<file path="src/sv/dq_pkg.sv">
// dq_pkg: operation, status and state codes plus default sizes for the
// double-ended queue. No dependencies.
`default_nettype none

package dq_pkg;

   localparam int DEPTH_DEFAULT      = 16;
   localparam int DATA_WIDTH_DEFAULT = 32;

   typedef enum logic [1:0] {
      FUNC_PUSH_BACK  = 2'd0,
      FUNC_PUSH_FRONT = 2'd1,
      FUNC_POP_BACK   = 2'd2,
      FUNC_POP_FRONT  = 2'd3
   } func_type;

   typedef enum logic [1:0] {
      STATUS_OK        = 2'd0,
      STATUS_OVERFLOW  = 2'd1,
      STATUS_UNDERFLOW = 2'd2
   } status_type;

   typedef enum logic {
      STATE_IDLE  = 1'b0,
      STATE_FETCH = 1'b1
   } state_type;

endpackage

`default_nettype wire

</file>
<file path="src/sv/double_ended_queue_top.sv">
// double_ended_queue_top: bounded deque kept as a ring in one synchronous memory,
// with the front and rear entries cached in registers. Depends on dq_pkg.
//
//   channel   direction  transfer                     payload
//   request   in         start && !busy at clock edge req_func, req_value
//   response  out        rsp_valid for one cycle      rsp_popped_value, rsp_status,
//                                                     rsp_front_value, rsp_rear_value,
//                                                     rsp_occupancy, rsp_is_empty
//
// pushes, failed pops and pops that empty the deque give their result directly: the result
// strobes in the cycle after the transfer and busy stays low.
// a pop that leaves one or more entries goes through the fetch state: the new end entry is
// fetched through the registered memory read port, busy is high meanwhile.
// reset clears the ring pointers and the count; the memory is not cleared.
// results cannot be stalled and are shown for exactly one cycle.
`default_nettype none

module double_ended_queue_top #(
   parameter int DEPTH      = dq_pkg::DEPTH_DEFAULT,
   parameter int DATA_WIDTH = dq_pkg::DATA_WIDTH_DEFAULT,
   localparam int IDX_W     = (DEPTH > 1) ? $clog2(DEPTH) : 1,
   localparam int CNT_W     = $clog2(DEPTH + 1)
) (
   input  wire  logic                clock,
   input  wire  logic                reset,
   input  wire  logic                start,
   output       logic                busy,
   input  wire  logic [1:0]          req_func,
   input  wire  logic signed [31:0]  req_value,
   output       logic                rsp_valid,
   output       logic signed [31:0]  rsp_popped_value,
   output       logic [1:0]          rsp_status,
   output       logic signed [31:0]  rsp_front_value,
   output       logic signed [31:0]  rsp_rear_value,
   output       logic [CNT_W-1:0]    rsp_occupancy,
   output       logic                rsp_is_empty
);

   localparam logic [IDX_W-1:0] LAST_IDX = IDX_W'(DEPTH - 1);
   localparam logic [CNT_W-1:0] FULL_CNT = CNT_W'(DEPTH);

   function automatic logic [IDX_W-1:0] idx_next(input logic [IDX_W-1:0] i);
      return (i == LAST_IDX) ? '0 : i + 1'b1;
   endfunction

   function automatic logic [IDX_W-1:0] idx_prev(input logic [IDX_W-1:0] i);
      return (i == '0) ? LAST_IDX : i - 1'b1;
   endfunction

   // sign-extend (or truncate) a stored word to the 32-bit result width
   function automatic logic signed [31:0] word_out(input logic [DATA_WIDTH-1:0] w);
      return 32'(signed'(w));
   endfunction

   logic [DATA_WIDTH-1:0] mem [DEPTH];
   logic [DATA_WIDTH-1:0] rdata_ff;

   dq_pkg::state_type     state_ff, state_in;
   logic [IDX_W-1:0]      front_ff, front_in;
   logic [IDX_W-1:0]      rear_ff, rear_in;
   logic [CNT_W-1:0]      count_ff, count_in;
   logic [DATA_WIDTH-1:0] front_val_ff, front_val_in;
   logic [DATA_WIDTH-1:0] rear_val_ff, rear_val_in;
   logic                  pop_back_ff, pop_back_in;
   logic                  valid_ff, valid_in;
   logic signed [31:0]    popped_ff, popped_in;
   dq_pkg::status_type    status_ff, status_in;

   logic                  accept;
   logic                  wr_en;
   logic [IDX_W-1:0]      wr_addr;
   logic [IDX_W-1:0]      rd_addr;
   logic [DATA_WIDTH-1:0] push_word;

   assign busy      = (state_ff == dq_pkg::STATE_FETCH);
   assign accept    = start && !busy;
   assign push_word = DATA_WIDTH'(req_value);

   always_comb begin
      state_in     = state_ff;
      front_in     = front_ff;
      rear_in      = rear_ff;
      count_in     = count_ff;
      front_val_in = front_val_ff;
      rear_val_in  = rear_val_ff;
      pop_back_in  = pop_back_ff;
      valid_in     = 1'b0;
      popped_in    = popped_ff;
      status_in    = status_ff;
      wr_en        = 1'b0;
      wr_addr      = front_ff;
      rd_addr      = front_ff;
      unique case (state_ff)
         dq_pkg::STATE_IDLE: begin
            if (accept) begin
               popped_in = '0;
               status_in = dq_pkg::STATUS_OK;
               unique case (dq_pkg::func_type'(req_func))
                  dq_pkg::FUNC_PUSH_BACK: begin
                     valid_in = 1'b1;
                     if (count_ff == FULL_CNT) begin
                        status_in = dq_pkg::STATUS_OVERFLOW;
                     end else begin
                        wr_en       = 1'b1;
                        wr_addr     = (count_ff == '0) ? front_ff : idx_next(rear_ff);
                        rear_in     = wr_addr;
                        rear_val_in = push_word;
                        if (count_ff == '0) front_val_in = push_word;
                        count_in    = count_ff + 1'b1;
                     end
                  end
                  dq_pkg::FUNC_PUSH_FRONT: begin
                     valid_in = 1'b1;
                     if (count_ff == FULL_CNT) begin
                        status_in = dq_pkg::STATUS_OVERFLOW;
                     end else begin
                        wr_en        = 1'b1;
                        wr_addr      = idx_prev(front_ff);
                        front_in     = wr_addr;
                        front_val_in = push_word;
                        if (count_ff == '0) begin
                           rear_in     = wr_addr;
                           rear_val_in = push_word;
                        end
                        count_in     = count_ff + 1'b1;
                     end
                  end
                  dq_pkg::FUNC_POP_BACK: begin
                     if (count_ff == '0) begin
                        valid_in  = 1'b1;
                        status_in = dq_pkg::STATUS_UNDERFLOW;
                     end else begin
                        popped_in   = word_out(rear_val_ff);
                        rear_in     = idx_prev(rear_ff);
                        rd_addr     = idx_prev(rear_ff);
                        pop_back_in = 1'b1;
                        count_in    = count_ff - 1'b1;
                        // new rear comes back from memory in the next cycle
                        if (count_ff > CNT_W'(1)) state_in = dq_pkg::STATE_FETCH;
                        else valid_in = 1'b1;
                     end
                  end
                  dq_pkg::FUNC_POP_FRONT: begin
                     if (count_ff == '0) begin
                        valid_in  = 1'b1;
                        status_in = dq_pkg::STATUS_UNDERFLOW;
                     end else begin
                        popped_in   = word_out(front_val_ff);
                        front_in    = idx_next(front_ff);
                        rd_addr     = idx_next(front_ff);
                        pop_back_in = 1'b0;
                        count_in    = count_ff - 1'b1;
                        if (count_ff > CNT_W'(1)) state_in = dq_pkg::STATE_FETCH;
                        else valid_in = 1'b1;
                     end
                  end
                  default: begin
                     valid_in = 1'b0;
                  end
               endcase
            end
         end
         dq_pkg::STATE_FETCH: begin
            if (pop_back_ff) rear_val_in = rdata_ff;
            else front_val_in = rdata_ff;
            valid_in = 1'b1;
            state_in = dq_pkg::STATE_IDLE;
         end
         default: begin
            state_in = dq_pkg::STATE_IDLE;
         end
      endcase
   end

   always_ff @(posedge clock) begin
      if (reset) begin
         state_ff <= dq_pkg::STATE_IDLE;
         front_ff <= '0;
         rear_ff  <= '0;
         count_ff <= '0;
         valid_ff <= 1'b0;
      end else begin
         state_ff <= state_in;
         front_ff <= front_in;
         rear_ff  <= rear_in;
         count_ff <= count_in;
         valid_ff <= valid_in;
      end
      front_val_ff <= front_val_in;
      rear_val_ff  <= rear_val_in;
      pop_back_ff  <= pop_back_in;
      popped_ff    <= popped_in;
      status_ff    <= status_in;
   end

   // ring storage, one write and one registered read per cycle
   always_ff @(posedge clock) begin
      if (wr_en) mem[wr_addr] <= push_word;
      rdata_ff <= mem[rd_addr];
   end

   assign rsp_valid        = valid_ff;
   assign rsp_popped_value = popped_ff;
   assign rsp_status       = status_ff;
   assign rsp_occupancy    = count_ff;
   assign rsp_is_empty     = (count_ff == '0);
   assign rsp_front_value  = rsp_is_empty ? '0 : word_out(front_val_ff);
   assign rsp_rear_value   = rsp_is_empty ? '0 : word_out(rear_val_ff);

`ifndef SYNTHESIS
   a_fetch_then_result: assert property (@(posedge clock) disable iff (reset)
      busy |=> (rsp_valid && !busy))
      else $error("fetch cycle did not end in a result");

   a_count_bound: assert property (@(posedge clock) disable iff (reset)
      count_ff <= FULL_CNT)
      else $error("entry count beyond depth");

   a_single_entry_ends: assert property (@(posedge clock) disable iff (reset)
      (count_ff == CNT_W'(1)) |-> (front_ff == rear_ff))
      else $error("front and rear differ with one entry");

   a_push_result: assert property (@(posedge clock) disable iff (reset)
      (accept && !req_func[1]) |=> (rsp_valid && !busy))
      else $error("push transfer without next-cycle result");

   a_no_write_when_fetching: assert property (@(posedge clock) disable iff (reset)
      busy |-> !wr_en)
      else $error("memory write during fetch");
`endif

endmodule

`default_nettype wire
</file>
<file path="config.mk">
export PLATFORM = sky130hd
export DESIGN_NAME = double_ended_queue_top
export DESIGN_NICKNAME = d
export VERILOG_FILES = /design/src/sv/dq_pkg.sv /design/src/sv/double_ended_queue_top.sv
export SDC_FILE = /design/constraint.sdc
export NUM_CORES = 1
export LEC_CHECK = 0
export BUFFER_PORTS_ARGS = -buffer_cell sky130_fd_sc_hd__clkbuf_2
export CAP_MARGIN = 20
export CORE_MARGIN = 5
export CORE_UTILIZATION = 40
export DETAILED_ROUTE_END_ITERATION = 10
export GPL_ROUTABILITY_DRIVEN = 0
export PLACE_DENSITY_LB_ADDON = 0.25
export SYNTH_ARGS = -nofsm -noshare
export SYNTH_HDL_FRONTEND = slang
export SYNTH_SLANG_ARGS = --single-unit
export TNS_END_PERCENT = 100
</file>
<file path="constraint.sdc">
create_clock -name clock -period 14.7 [get_ports clock]
set_input_delay 1.47 -clock clock [delete_from_list [all_inputs] [get_ports clock]]
set_output_delay 1.47 -clock clock [all_outputs]
set_load 0.02 [all_outputs]
</file>
Yosys cells after proc, flatten, opt, wreduce, memory -nomap -nowiden. Memory sizes are Yosys's and may differ from the RTL's. A register that Yosys moved wholly into a read port is not among the register bits. Index checks and enable logic that the tools add are counted.

Add/subtract/negate cells: 6. Multipliers: 0. Divide/modulo/power cells: 0. Order comparisons: 1. Eq/ne operators: 21. Shift-type cells: 0. Muxes and demuxes: 60. Bitwise logic cells: 1. Reduce and logical (&&, ||, !) cells: 18.

Operators with widths (number): $pmux 32 s2 (5); $mux 32 (9); $mux 4 (17); $pmux 4 s2 (3); $ne 2x2->1 const B (9); $mux 1 (16); $ne 3x3->1 const B (4); $pmux 4 s3 (1); $reduce_and 6->1 (2); $mux 5 (2); $pmux 5 s2 (1); $add 4x1->4 const B (2); $eq 4x4->1 const B (2); $logic_not 4->1 (2); $pmux 1 s2 (4); $sub 4x1->4 const B (2); $reduce_and 7->1 (1); $add 5x1->5 const B (1); $eq 5x5->1 const B (1); $gt 5x1->1 const B (1); $logic_not 5->1 (1); $reduce_and 5->1 (1); $sub 5x1->5 const B (1); $eq 2x2->1 const B (2); other kinds (15) (17).

Register bits after elaboration: 114. Bits in latches: 0. RAM bits: 512. Bits in read-only memories: 0. Input port bits: 37. Output and inout bits: 106. Logic and storage cells: 118. Memories: 1.

Memory list: mem (depth 16, width 32, rd ports 1, clocked after memory_dff 1, write ports 1, RTL line double_ended_queue_top.sv:55) `logic [DATA_WIDTH-1:0] mem [DEPTH];`.

Longest topological paths before layout.
Word-level depth: 7. Depth in mapped cells: 13. Gate-level depth less buffers: 10.

Least setup slack after synthesis. Ideal clock, no wire load.

Path type: input to register. Start point: input start. End point: memory mem[1][0] in the netlist's numbering (enable). Library setup time: 0.421 ns. Arrival time: 4.776 ns. Required time: 14.279 ns. Path slack: 9.503 ns. Cell stages on the path: 8. Path buffers: 1. Cells stage by stage: nand2b_1 -> clkbuf_1 -> inv_1 -> nand2_1 -> a222oi_1 -> nor2_1 -> nand2b_1 -> nor2_1.

Cells in the longest elaborated chain, start to end: 5. Elaborated cells on any way between the ends: 7. Those cells by class: 6 x mux; 1 x reduce/logical.

Ends and longest elaborated chain: start, declared (RTL line double_ended_queue_top.sv:26) `input wire logic start,`; $logic_and 1x1->1 * (RTL line double_ended_queue_top.sv:76) `assign accept = start && !busy;`; $mux 1 (RTL line double_ended_queue_top.sv:95) `if (accept) begin`; $mux 1 (RTL line double_ended_queue_top.sv:93) `unique case (state_ff)`; $mux 1 (RTL line double_ended_queue_top.sv:198) `if (wr_en) mem[wr_addr] <= push_word;`; $mux 1 (implied by the code) (RTL line double_ended_queue_top.sv:198); end, declared (RTL line double_ended_queue_top.sv:55).

Mark *: on every way between the ends. The rest lies on a longest branch, timed or not.

Final worst setup path.
Start point: input req_func[0]. End point: register rdata_ff[6] (read register of mem).

Cells in the longest elaborated chain, start to end: 4. Elaborated cells on any way between the ends: 5. Those cells by class: 2 x eq/ne; 3 x mux.

Ends and longest elaborated chain: start, declared (RTL line double_ended_queue_top.sv:28) `input wire logic [1:0] req_func,`; $eq 2x2->1 (RTL line double_ended_queue_top.sv:98) `unique case (dq_pkg::func_type'(req_func))`; $pmux 4 s2 * (RTL line double_ended_queue_top.sv:98); $mux 4 * (RTL line double_ended_queue_top.sv:95); $mux 4 * (RTL line double_ended_queue_top.sv:93); end, declared (RTL line double_ended_queue_top.sv:56) `logic [DATA_WIDTH-1:0] rdata_ff;`.

Marks and branches as above. A chain may end at the register's enable or synchronous reset.

==> results.toml <==
[clock_network]
cts_sinks = 658
clkLatencyLatePin_ns = 0.60
post_cts_buffers = 0
cts_tree = "yes"
cts.path.max_buffers = 3
htreeDepth = 3
holdBufCountCts = 0
post_cts_resized = 0
numCtsBuffers = 69
cts-root-buf = "clkbuf_16"
clkTransAtPathRegs_ns = 0.06

[floorplan]
die_y_um = 270
die_x_um = 270
io_pins = 143
floorplan.initialDensity = 0.403
die_area_um2 = 73200
coreArea_um2 = 67300
rows = 95

[cells_and_area]
syn2layout_area_growth_pct = 13.6
regArea_um2 = 19300
final.fill_count = 5833
nNetsFinal = 1773
multi_input_area_um2 = 7250
final_util = 0.458
fin_cells = 2657
drive_above_1_share = 0.187

[route]
wirelength_um = 59400
drt-vias-per-instance = 5.19
drc = 0
vias = 13800
wl_per_cell_um = 22.3
first_pass_iters = 5
drt-initial-drc-count = 1076
ant_nets = 0

[timing]
rsz0062_at_grt = "no"
finalSetupViolations = 0
slew_viol_final = 0
finalClockSkew_ns = 0.0136
finalSetupTns_ns = 0
hold_viol_final = 0
post-route-period-util = 0.343
relSlewSlack = 0.227
max_freq_ghz = 0.199
min_period_ns = 5.04
worst_pin_slew_ns = 1.16

[synth]
synth_flop_cell = "edfxtp_1"
synth_fp_nets = 1620
yosysSeqAreaShare = 0.711
synth_cell_types = 56
synth.area.top_cells = "edfxtp_1, mux2i_1, dfxtp_1"
async_flop_share = 0
syn_inst = 1571
synth_area_um2 = 27100
synth_area_per_cell_um2 = 17.3
synth_top_area_frac = 0.676
synth-edff-count = 611
yosys.area.top_type = "edfxtp_1"
ys_warn_count = 0
ys_ff_latch = 658

[global_routing]
grt_usage = 0.160
antenna_found_initial = 4
grt_first_pass_wirelength_um = 89800
grt_max_degree = 130
grt_pass1_vias = 14200
overflow = 0

[critical_path]
worst_ep_arrival_time_ns = 5.48
cp_max_fo = 129
crit_path_end_kind = "flop"
cp-start-kind = "input pin"
critPathRequiredTime_ns = 15.15
critPathKind = "input pin to flop"
r2r_cells = 13

[power]
leakagePower_uw = 0.0121
worst_ir_drop_vdd_mv = 0.130
p_per_area_nw_per_um2 = 158

[min_path]
hold_depth = 2
hold_path.class = "flop to flop"

[place]
place_inst = 2526
dp_hpwl_um = 31700
io_buffers = 142

[status]
run_status = "complete, no violations"

[job]
maxCapViolCount = 0
-- synthesized netlist by cell type, types with 3 or more instances --
cell type / instances
edfxtp_1: 611
mux2i_1: 483
and2_1: 64
dfxtp_1: 47
nor2_1: 46
mux2_2: 33
a22o_1: 32
clkbuf_1: 28
nand2_1: 26
buf_2: 24
a21oi_1: 22
inv_1: 16
buf_12: 15
o21ai_0: 15
buf_6: 13
ha_1: 12
nand2b_1: 6
a31oi_1: 5
nand3_1: 5
xnor2_1: 5
a211oi_1: 4
buf_1: 4
nor3_1: 4
o31ai_1: 4
a311o_1: 3
nor3b_1: 3
o22ai_1: 3
or2_2: 3
or3_1: 3
-- per-stage QoR --
stage / worst slack [ns] / hold WS (ns) / area, um2 / power, uW
CTS: 9.58 / 0.519 / 30800 / 4930
detailed placement: 8.94 / 0.511 / 28700 / 3260
finish: 9.66 / 0.517 / 30800 / 4870
global placement: 9.06 / 0.502 / 28700 / 3240
floorplan: 9.50 / 0.478 / 27100 / 3000
global route: 9.24 / 0.553 / 30800 / 5080
-- final cells by class --
class                           instances  area share
Antenna cell                            5    0.000406
Clock buffer                           88      0.0599
Clock inverter                         38      0.0106
Inverter                               17     0.00223
Multi-Input combinational cell        810       0.235
Sequential cell                       658       0.626
Tap cell                              873      0.0354
Timing Repair Buffer                  168      0.0306
-- kinds of logic after synthesis --
logic type	Yosys count	synth area share
buf+inv	103	0.0284
flops	658	0.711
fa+ha+maj	12	0.00553
simple gates	170	0.0331
compound gates	104	0.0273
mux	517	0.193
xor+xnor	7	0.00226
-- state kept, by name (all words and copies together), names as in the netlist --
| register | count |
|---|---|
| rear_val_ff | 32 |
| pop_back_ff | 1 |
| rsp_status | 2 |
| busy | 1 |
| front_val_ff | 32 |
| mem | 512 |
| rdata_ff | 32 |
| front_ff | 4 |
| rear_ff | 4 |
| rsp_popped_value | 32 |
| rsp_valid | 1 |
| rsp_occupancy | 5 |
-- cell usage in the layout, fill, tap and decap left out, drive strengths merged, types with 3 or more instances in the layout --
cell type	n
or3	3
buf	26
nor3	5
xnor2	5
ha	12
inv	22
nand3	5
nand2	26
or2	3
mux2	33
clkinv	30
o31ai	4
clkbuf	230
a31oi	5
nor2	47
bufinv	3
nor3b	3
o21ai	17
mux2i	484
o22ai	3
and2	64
a211oi	4
dfxtp	47
nand2b	6
edfxtp	611
a21oi	22
a311o	3
diode	5
a22o	32
-- critical path, stage by stage --
cell,delay [ns]
clkbuf_2,0.11
ha_2,0.74
nor2_2,0.22
nor3_4,0.38
mux2i_4,0.33
buf_12,0.54
buf_12,0.65
mux2i_1,0.28
mux2i_1,0.09
mux2i_1,0.25
mux2i_1,0.11
-- final timing paths --
check,slack (ns),start,end
min,0.52,rear_ff[0]$_SDFFE_PP0P_,rear_ff[0]$_SDFFE_PP0P_
max,9.66,req_func[0],rdata_ff[6]$_DFF_P_
max reg2reg,9.83,rsp_occupancy[0]$_SDFFE_PP0P_,rdata_ff[6]$_DFF_P_
min reg2reg,0.52,rear_ff[0]$_SDFFE_PP0P_,rear_ff[0]$_SDFFE_PP0P_
-- routing by layer --
layer	wire [um]	track usage	vias up
met3	3020	0.0291	75
met1	27000	0.220	6983
met4	1060	0.0425	0
met5	0	0	-
met2	28300	0.265	339
li1	-	-	6397
-- power breakdown --
part           internal [uW]  leakage (uW)  switching, uW
clock                    953       0.00107            708
sequential              2180       0.00596           40.3
combinational            376       0.00507            611
total                   3510        0.0121           1360
(Power assumes the default switching activity.)
